==> src/hw/rtl/dqpm_pkg.sv <==
// Shared types and codes for the deque with pop-max block.
package dqpm_pkg;

    typedef enum logic [2:0] {
        OP_PUSH_BACK  = 3'd0,
        OP_PUSH_FRONT = 3'd1,
        OP_POP_BACK   = 3'd2,
        OP_POP_FRONT  = 3'd3,
        OP_POP_MAX    = 3'd4,
        OP_PEEK_BACK  = 3'd5,
        OP_PEEK_FRONT = 3'd6,
        OP_NOP        = 3'd7
    } opcode_t;

    localparam logic [1:0] ST_OK    = 2'd0;
    localparam logic [1:0] ST_EMPTY = 2'd1;
    localparam logic [1:0] ST_FULL  = 2'd2;

    localparam int WORD_W = 32;
    localparam int OCC_W  = 5;

    typedef struct packed {
        opcode_t            opcode;
        logic signed [31:0] value_in;
    } req_t;

    typedef struct packed {
        logic signed [31:0] value_out;
        logic [1:0]         status;
        logic [4:0]         occupancy;
    } rsp_t;

endpackage

==> src/hw/rtl/dqpm_ram.sv <==
// Generic single-port-write, one-read synchronous RAM with registered read.
module dqpm_ram #(
    parameter int WIDTH = 32,
    parameter int DEPTH = 16
) (
    input  logic                     aclk,
    input  logic                     we,
    input  logic [$clog2(DEPTH)-1:0] waddr,
    input  logic [WIDTH-1:0]         wdata,
    input  logic [$clog2(DEPTH)-1:0] raddr,
    output logic [WIDTH-1:0]         rdata
);

    logic [WIDTH-1:0] mem [DEPTH];

    always_ff @(posedge aclk) begin
        if (we) begin
            mem[waddr] <= wdata;
        end
        rdata <= mem[raddr];
    end

endmodule

==> src/hw/rtl/deque_with_pop_max_core.sv <==
// Top level: deque with pop-max, state kept in one synchronous RAM.
//
// Requests arrive on s_ (opcode, value_in) with valid/ready; each request
// gives exactly one response on m_ (value_out, status, occupancy).
// One request is handled at a time.
// Pushes, no-ops and empty or full refusals give response valid in the cycle
// after the transfer (the push writes the RAM at the accepting edge).
// Pops and peeks pass through address, RAM read and result steps.
// Pop max runs a scan that reads every stored word one per cycle through the
// single RAM read port to find the first maximum, then a compaction pass
// moves each later word one slot toward the front, one read and one write
// per cycle.
// s_ready returns in the cycle after the response transfer, so even with a
// ready receiver a push waits for the previous response to be taken.
// The response sits in an output register; s_ready stays low until the
// response has been transferred, so a stalled receiver holds the block.
// Reset (aresetn low, synchronous) empties the deque: head and count clear,
// the RAM contents are left as they are and never read before written.
module deque_with_pop_max_core #(
    parameter int DEPTH = 16
) (
    input  logic            aclk,
    input  logic            aresetn,
    input  logic            s_valid,
    output logic            s_ready,
    input  dqpm_pkg::req_t  s_data,
    output logic            m_valid,
    input  logic            m_ready,
    output dqpm_pkg::rsp_t  m_data
);

    localparam int AW = $clog2(DEPTH);
    localparam int CW = $clog2(DEPTH + 1);

    typedef enum logic [2:0] {
        S_IDLE, S_READ, S_DONE, S_SCAN, S_MOVE, S_RESP
    } state_t;

    state_t            state_reg;
    logic [AW-1:0]     head_reg;
    logic [CW-1:0]     count_reg;
    dqpm_pkg::opcode_t op_reg;
    logic [CW-1:0]     idx_reg;
    logic [CW-1:0]     best_reg;
    logic signed [31:0] bestv_reg;
    logic              scan_vld_reg;
    // read of the word after the maximum is in flight
    logic              best_rd_ok;
    logic [CW-1:0]     rd_pos_reg;
    dqpm_pkg::rsp_t    rsp_reg;

    logic              we;
    logic [AW-1:0]     waddr, raddr;
    logic [31:0]       wdata, rdata;

    function automatic logic [AW-1:0] slot(input logic [AW-1:0] h, input logic [CW-1:0] p);
        logic [CW:0] s;
        begin
            s = {{(CW+1-AW){1'b0}}, h} + {1'b0, p};
            if (s >= (CW+1)'(DEPTH)) begin
                s = s - (CW+1)'(DEPTH);
            end
            slot = s[AW-1:0];
        end
    endfunction

    dqpm_ram #(.WIDTH(32), .DEPTH(DEPTH)) u_ram (
        .aclk(aclk), .we(we), .waddr(waddr), .wdata(wdata),
        .raddr(raddr), .rdata(rdata)
    );

    assign s_ready = (state_reg == S_IDLE);
    assign m_valid = (state_reg == S_RESP);
    assign m_data  = rsp_reg;

    logic s_xfer;
    assign s_xfer = s_valid && s_ready;

    // RAM control
    always_comb begin
        we    = 1'b0;
        waddr = '0;
        wdata = s_data.value_in;
        raddr = slot(head_reg, rd_pos_reg);
        if (s_xfer && count_reg != CW'(DEPTH)) begin
            if (s_data.opcode == dqpm_pkg::OP_PUSH_BACK) begin
                we    = 1'b1;
                waddr = slot(head_reg, count_reg);
            end else if (s_data.opcode == dqpm_pkg::OP_PUSH_FRONT) begin
                we    = 1'b1;
                waddr = (head_reg == '0) ? AW'(DEPTH - 1) : head_reg - 1'b1;
            end
        end
        if (state_reg == S_MOVE && scan_vld_reg) begin
            // rdata holds word at idx_reg+1; store it at idx_reg
            we    = 1'b1;
            waddr = slot(head_reg, idx_reg);
            wdata = rdata;
        end
    end

    always_ff @(posedge aclk) begin
        if (!aresetn) begin
            state_reg    <= S_IDLE;
            head_reg     <= '0;
            count_reg    <= '0;
            scan_vld_reg <= 1'b0;
            best_rd_ok   <= 1'b0;
        end else begin
            case (state_reg)
                S_IDLE: begin
                    if (s_xfer) begin
                        op_reg            <= s_data.opcode;
                        rsp_reg.value_out <= '0;
                        case (s_data.opcode)
                            dqpm_pkg::OP_PUSH_BACK, dqpm_pkg::OP_PUSH_FRONT: begin
                                state_reg <= S_RESP;
                                if (count_reg == CW'(DEPTH)) begin
                                    rsp_reg.status    <= dqpm_pkg::ST_FULL;
                                    rsp_reg.occupancy <= 5'(count_reg);
                                end else begin
                                    rsp_reg.status    <= dqpm_pkg::ST_OK;
                                    count_reg         <= count_reg + 1'b1;
                                    rsp_reg.occupancy <= 5'(count_reg + 1'b1);
                                    if (s_data.opcode == dqpm_pkg::OP_PUSH_FRONT) begin
                                        head_reg <= (head_reg == '0) ?
                                            AW'(DEPTH - 1) : head_reg - 1'b1;
                                    end
                                end
                            end
                            dqpm_pkg::OP_NOP: begin
                                rsp_reg.status    <= dqpm_pkg::ST_OK;
                                rsp_reg.occupancy <= 5'(count_reg);
                                state_reg         <= S_RESP;
                            end
                            default: begin
                                rsp_reg.occupancy <= 5'(count_reg);
                                if (count_reg == '0) begin
                                    rsp_reg.status <= dqpm_pkg::ST_EMPTY;
                                    state_reg <= S_RESP;
                                end else begin
                                    rsp_reg.status <= dqpm_pkg::ST_OK;
                                    if (s_data.opcode == dqpm_pkg::OP_POP_MAX) begin
                                        rd_pos_reg   <= '0;
                                        idx_reg      <= '0;
                                        scan_vld_reg <= 1'b0;
                                        state_reg    <= S_SCAN;
                                    end else begin
                                        if (s_data.opcode == dqpm_pkg::OP_POP_BACK ||
                                            s_data.opcode == dqpm_pkg::OP_PEEK_BACK) begin
                                            rd_pos_reg <= count_reg - 1'b1;
                                        end else begin
                                            rd_pos_reg <= '0;
                                        end
                                        state_reg <= S_READ;
                                    end
                                end
                            end
                        endcase
                    end
                end
                S_READ: begin
                    state_reg <= S_DONE;
                end
                S_DONE: begin
                    rsp_reg.value_out <= rdata;
                    if (op_reg == dqpm_pkg::OP_POP_BACK) begin
                        count_reg <= count_reg - 1'b1;
                        rsp_reg.occupancy <= 5'(count_reg - 1'b1);
                    end else if (op_reg == dqpm_pkg::OP_POP_FRONT) begin
                        count_reg <= count_reg - 1'b1;
                        rsp_reg.occupancy <= 5'(count_reg - 1'b1);
                        head_reg <= slot(head_reg, CW'(1));
                    end
                    state_reg <= S_RESP;
                end
                S_SCAN: begin
                    // rd_pos issues reads; scan_vld marks rdata as word idx_reg
                    if (rd_pos_reg < count_reg) begin
                        rd_pos_reg <= rd_pos_reg + 1'b1;
                    end
                    scan_vld_reg <= (rd_pos_reg < count_reg);
                    if (scan_vld_reg) begin
                        if (idx_reg == '0 || $signed(rdata) > bestv_reg) begin
                            bestv_reg <= $signed(rdata);
                            best_reg  <= idx_reg;
                        end
                        idx_reg <= idx_reg + 1'b1;
                        if (idx_reg + 1'b1 == count_reg) begin
                            state_reg <= S_MOVE;
                        end
                    end
                end
                S_MOVE: begin
                    if (scan_vld_reg) begin
                        // write lands at idx_reg; read two ahead of it
                        idx_reg    <= idx_reg + 1'b1;
                        rd_pos_reg <= rd_pos_reg + 1'b1;
                        if (idx_reg + 2'd2 >= count_reg) begin
                            scan_vld_reg      <= 1'b0;
                            best_rd_ok        <= 1'b0;
                            count_reg         <= count_reg - 1'b1;
                            rsp_reg.occupancy <= 5'(count_reg - 1'b1);
                            state_reg         <= S_RESP;
                        end
                    end else if (best_rd_ok) begin
                        rd_pos_reg   <= rd_pos_reg + 1'b1;
                        scan_vld_reg <= 1'b1;
                    end else begin
                        rsp_reg.value_out <= bestv_reg;
                        idx_reg    <= best_reg;
                        rd_pos_reg <= best_reg + 1'b1;
                        if (best_reg + 1'b1 < count_reg) begin
                            best_rd_ok <= 1'b1;
                        end else begin
                            count_reg <= count_reg - 1'b1;
                            rsp_reg.occupancy <= 5'(count_reg - 1'b1);
                            state_reg <= S_RESP;
                        end
                    end
                end
                S_RESP: begin
                    if (m_ready) begin
                        state_reg <= S_IDLE;
                    end
                end
                default: state_reg <= S_IDLE;
            endcase
        end
    end

`ifndef SYNTH
    a_one_busy: assert property (@(posedge aclk) disable iff (!aresetn)
        s_xfer |=> !s_ready) else $error("accepted while busy");
    a_count_max: assert property (@(posedge aclk) disable iff (!aresetn)
        count_reg <= CW'(DEPTH)) else $error("count overflow");
    a_resp_hold: assert property (@(posedge aclk) disable iff (!aresetn)
        m_valid && !m_ready |=> m_valid && $stable(m_data)) else $error("response lost");
`endif

endmodule
==> config.mk <==
export PLATFORM = sky130hd
export DESIGN_NAME = deque_with_pop_max_core
export DESIGN_NICKNAME = d
export VERILOG_FILES = /design/src/hw/rtl/dqpm_pkg.sv /design/src/hw/rtl/dqpm_ram.sv /design/src/hw/rtl/deque_with_pop_max_core.sv
export SDC_FILE = /design/constraint.sdc
export NUM_CORES = 1
export LEC_CHECK = 0
export ABC_AREA = 1
export BUFFER_PORTS_ARGS = -buffer_cell sky130_fd_sc_hd__buf_2
export CAP_MARGIN = 40
export CORE_UTILIZATION = 50
export CTS_CLUSTER_SIZE = 30
export DETAILED_ROUTE_END_ITERATION = 10
export GPL_TIMING_DRIVEN = 0
export HOLD_SLACK_MARGIN = 0.06
export PLACE_DENSITY_LB_ADDON = 0.2
export SLEW_MARGIN = 25
export SYNTH_ARGS = -nofsm -noshare
export SYNTH_HDL_FRONTEND = slang
export SYNTH_SLANG_ARGS = --single-unit
==> constraint.sdc <==
create_clock -name aclk -period 12.6 [get_ports aclk]
set_clock_uncertainty 0.05 [all_clocks]
set_input_delay 1.89 -clock aclk [delete_from_list [all_inputs] [get_ports aclk]]
set_output_delay 1.89 -clock aclk [all_outputs]
set_load 0.05 [all_outputs]
## Word level (Yosys, flattened, before mapping)

Memory sizes are Yosys's and may differ from the RTL's. A register that Yosys moved wholly into a read port is not among the register bits.
Index checks and enable logic that the tools add are counted.

- Flip-flop bits (word level): 103
- Memory bits (writable): 512
- Bits of input ports: 39
- Output and inout bits: 41
- Word-level logic and storage cells: 180
- Memories: 1

- $add $sub $neg: 15
- Order comparisons: 8
- Equality and inequality tests: 35
- Muxes and demuxes: 82
- Reductions and logical operators: 26

Memory list:

| name | depth | bits a word | read ports | clocked after Yosys merged registers in | write ports | RTL line | RTL |
|---|---|---|---|---|---|---|---|
| u_ram.mem | 16 | 32 | 1 | 1 | 1 | dqpm_ram.sv:14 | `logic [WIDTH-1:0] mem [DEPTH];` |

Operators with widths:

| kind | count |
|---|---|
| $mux 5 | 24 |
| $mux 32 | 3 |
| $pmux 32 s3 | 1 |
| $mux 4 | 15 |
| $pmux 5 s3 | 4 |
| $mux 39 | 1 |
| $gt 32x32->1 | 1 |
| $mux 3 | 10 |
| $reduce_and 7->1 | 3 |
| $add 5x1->5 const B | 4 |
| $ne 2x2->1 const B | 10 |
| $sub 4x1->4 const B | 5 |
| $add 4x5->6 | 3 |
| $ge 6x5->1 const B | 3 |
| $mux 1 | 18 |
| $pmux 3 s6 | 1 |
| $reduce_and 8->1 | 2 |
| $eq 3x2->1 const B | 5 |
| $eq 3x3->1 const B | 5 |
| $pmux 7 s2 | 1 |
| $ne 2x1->1 const B | 6 |
| $logic_not 5->1 | 2 |
| $lt 5x5->1 | 2 |
| $reduce_and 5->1 | 2 |
| 27 further kinds | 35 |

## Depth between registers and ports, before layout

- Depth in word-level cells: 8
- Depth in mapped cells: 17
- Depth with buffers taken out: 17

## Hierarchy

From an unflattened synthesis, not the netlist that was laid out.

- Cell total of the unflattened synthesis: 2871
- Area, all modules: 29364.4 um^2

Modules (own cells, without submodules):

| module | times used | cells an instance | area each (um^2) | sequential area each (um^2) |
|---|---|---|---|---|
| dqpm_ram | 1 | 2120 | 22744.3 | 16015.4 |
| deque_with_pop_max_core | 1 | 751 | 6620.1 | 2952.8 |

## Worst setup path before layout

No wires, ideal clock.

- Kind: input-to-reg
- From: input port aresetn
- To: register rsp_reg, in the netlist m_data[10], enable pin
- Setup time: 0.501 ns
- Arrival time: 5.239 ns
- Required time: 12.049 ns
- Setup slack: 6.810 ns
- Cell stages on the path: 2
- Path buffers: 0
- Cell sequence: clkinv_1 nor4_1

- Cells in the longest elaborated chain, start to end: 1

Ends and longest elaborated chain:

| what | RTL line | RTL |
|---|---|---|
| start: declaration | deque_with_pop_max_core.sv:23 | `input logic aresetn,` |
| $reduce_and 5->1 (no source line) | -- |  |
| end: declaration | deque_with_pop_max_core.sv:50 | `dqpm_pkg::rsp_t rsp_reg;` |

Every way passes these cells.
A chain may end at the register's enable or synchronous reset.

## Worst setup path after layout

- From: register bestv_reg[20]
- To: register bestv_reg[4], enable pin

- Cells in the longest elaborated chain, start to end: 3

Ends and longest elaborated chain:

| what | RTL line | RTL |
|---|---|---|
| start: declaration | deque_with_pop_max_core.sv:45 | `logic signed [31:0] bestv_reg;` |
| start signal: assignment | deque_with_pop_max_core.sv:185 | `bestv_reg <= $signed(rdata);` |
| $gt 32x32->1 | deque_with_pop_max_core.sv:184 | `if (idx_reg == '0 \|\| $signed(rdata) > bestv_reg) begin` |
| $logic_or 1x1->1 | deque_with_pop_max_core.sv:184 |  |
| $reduce_and 4->1 (no source line) | -- |  |

Every way passes these cells.

==> metrics <==
largest reg by FF count u_ram.mem; GP Congestion 0.892; count of cell types in the netlist 52; Remaining Overflow, GRT 0; fill count 4,242; Detailed Place HPWL 50,900 µm; Post-route DRC 0; post-CTS sizing 0; Synth Instances 2,169; DRT Pass-1 Iters 6; number of nets in the layout 2,477; Worst-path clk slew 0.06 ns; synthesis-to-layout area growth 15.8%; startpoint types flip-flop; minimum clock period 4.26 ns; Internal 4.40 mW; worst reg2reg setup slack 8.34 ns; post-synthesis register bit count 647; Critical Path AT 4.52 ns; gr usage total 0.265; Die H 238 µm; period utilisation layout 0.338; CTS root buf clkbuf_16; Port Buffers 79; CTS Hold Bufs 0; CTS Buffer Depth 3; layout cell share with drive strength beyond 1 0.139; final WL 73,400 µm; Placed Cells 3,039; ANT nets after route 0; pin count of the biggest net entering global routing 21; # IOs 80; Starting Density 0.511; wire per inst 23.2 µm; Final Total Pwr 6.97 mW; Finished Core Util 0.591; count of final max-slew check failures 0; Num CTS Buffers 68; final setup TNS 0 ns; status complete, no violations; Switch Pwr 2.57 mW; type of the worst min-delay path flip-flop to flip-flop; Sink Count 647; nature of the critical path endpoint flip-flop; Synth async-reset ratio 0; TritonCTS clock tree yes; switching share of total power 0.369; Peak VDD IR 0.142 mV; Final Setup Violations 0; Site Rows 85; Seq/Total Area, Yosys 0.683; Skew-Pair Late Insertion Delay 0.61 ns; Core Area 54,300 µm²; Iteration-0 DRC Markers 1,920; number of global-route vias before repair 18,028; worst-path fanout max 16; wire length of the first global-routing pass 110,000 µm; final hold violation count 0; die area 56,500 µm²; initial antenna violation count 0; Comb pwr share 0.338; Placed Area 30,000 µm²; Die W 238 µm; leakage 12.1 nW; Cell Pwr Density 217 nW/µm²; type of the worst setup path flip-flop to flip-flop; clock share of power 0.278; H-tree level count 3; RSZ-0062 raised after global routing false; ANT cells 0; MaxCap Viol Count 0; Seq pwr share 0.383; Synth Warn # 0; top_reg_cell synth edfxtp_1; Fmax achieved 235 MHz; Post-synth EDFFs 601; Worst-Margin Slew 0.920 ns; Slew headroom 0.387; Avg Cell Area, Syn 12.8 µm²; vias post-DR 18,099; Synth Net Count 2,274; post-layout instance area 32,100 µm²; fin cells 3,164; CP Data Required Time 12.86 ns; buffers inserted by post-CTS timing repair 0; max reg flops 512; Vias/cell 5.72; mapped cell area 27,800 µm²
-- worst paths after layout --
check | from | endpoint | depth (start not counted)
worst min-delay path | u_ram.rdata[0]$_DFF_P_ | bestv_reg[0]$_DFFE_PP_ | 0
worst min register to register | u_ram.rdata[0]$_DFF_P_ | bestv_reg[0]$_DFFE_PP_ | 0
worst max-delay path | bestv_reg[20]$_DFFE_PP_ | bestv_reg[4]$_DFFE_PP_ | 13
worst max register to register | bestv_reg[20]$_DFFE_PP_ | bestv_reg[4]$_DFFE_PP_ | 13
-- placed cells by master, fill, tap and decap left out, types with 21 or more instances in the layout --
| cell | instances |
|---|---|
| dfxtp_1 | 46 |
| nand2_1 | 205 |
| ha_1 | 63 |
| o21ai_0 | 205 |
| mux2i_1 | 128 |
| nand3_1 | 33 |
| a21oi_1 | 196 |
| o21ai_1 | 42 |
| edfxtp_1 | 601 |
| buf_4 | 27 |
| a31oi_1 | 33 |
| o211ai_1 | 69 |
| xor2_1 | 22 |
| buf_2 | 112 |
| inv_1 | 251 |
| clkbuf_16 | 70 |
| clkbuf_1 | 67 |
| buf_6 | 21 |
| nor2_1 | 30 |
| nor2_4 | 21 |
| o22ai_1 | 33 |
-- critical path, stage by stage (launching register included) --
cell and delay, ns:
edfxtp_1 0.32, inv_1 0.07, ha_1 0.40, nand2_1 0.08, nor2_1 0.43, nand4_1 0.48, nor3b_1 0.80, nand2_1 0.16
nand2_1 0.10, nand2_1 0.05, nand2_1 0.06, nand2_1 0.13, a21oi_4 0.57, buf_16 0.24
-- layer usage --
metal	track usage	routed length, µm
met5	0	0
met4	0.105	2500
met1	0.353	30400
met2	0.428	34600
met3	0.0534	5940
-- cell usage after synthesis (4+ instances only) --
cell      count  area [µm²]
o21ai_0     226        1130
nand2_1     205         769
inv_1       251         942
mux2i_1     128        1280
nor2_1       46         173
nand4_1      10        62.6
edfxtp_1    601       18000
o21ai_1      28         140
nand2_2       5        31.3
inv_2         6        22.5
buf_1        13        48.8
nand3_1      33         165
o211ai_1     69         518
nor2_4        5        56.3
buf_6        18         203
o22ai_1      33         206
clkbuf_1     46         173
a21oi_1     197         986
xor2_1       22         193
xnor2_1       6        52.6
ha_1         63         788
nor3_1        5        25.0
dfxtp_1      46         921
buf_2        27         135
a31oi_1      33         206
o221ai_1      4        35.0
-- stage by stage --
stage,hold WS [ns],setup slack (ns)
floorplan,0.358,6.81
global placement,0.366,4.04
detailed placement,0.373,8.09
CTS,0.387,8.38
global route,0.397,8.27
finish,0.386,8.34
-- layout make-up --
class,count,area (µm²),share of cell area
buffer,107,582,0.0181
multi-input combinational,1157,7410,0.231
clock buffer,92,1840,0.0574
inverter,258,968,0.0301
tap,739,925,0.0288
sequential,647,19000,0.590
clock inverter,31,289,0.00899
timing repair buffer,133,1150,0.0359
-- power by group through the flow --
stage | clock network [mW] | registers [mW] | logic, mW
after floorplan | 0 | 2.82 | 1.39
after global placement | 0 | 2.72 | 2.24
after detailed placement | 0 | 2.72 | 2.32
after CTS | 1.96 | 2.67 | 2.34
after global routing | 2.04 | 2.69 | 2.56
final | 1.94 | 2.67 | 2.36
-- cell families after synthesis --
logic type | Yosys count | synth area share
AO/OA/AOI/OAI | 605 | 0.121
multiplexers | 128 | 0.0462
AND/OR/NAND/NOR | 328 | 0.0531
buffers and inverters | 365 | 0.0558
flip-flops | 647 | 0.683
adder cells (fa/ha/maj) | 66 | 0.0306
XOR/XNOR | 30 | 0.0100
(Power assumes the default switching activity.)
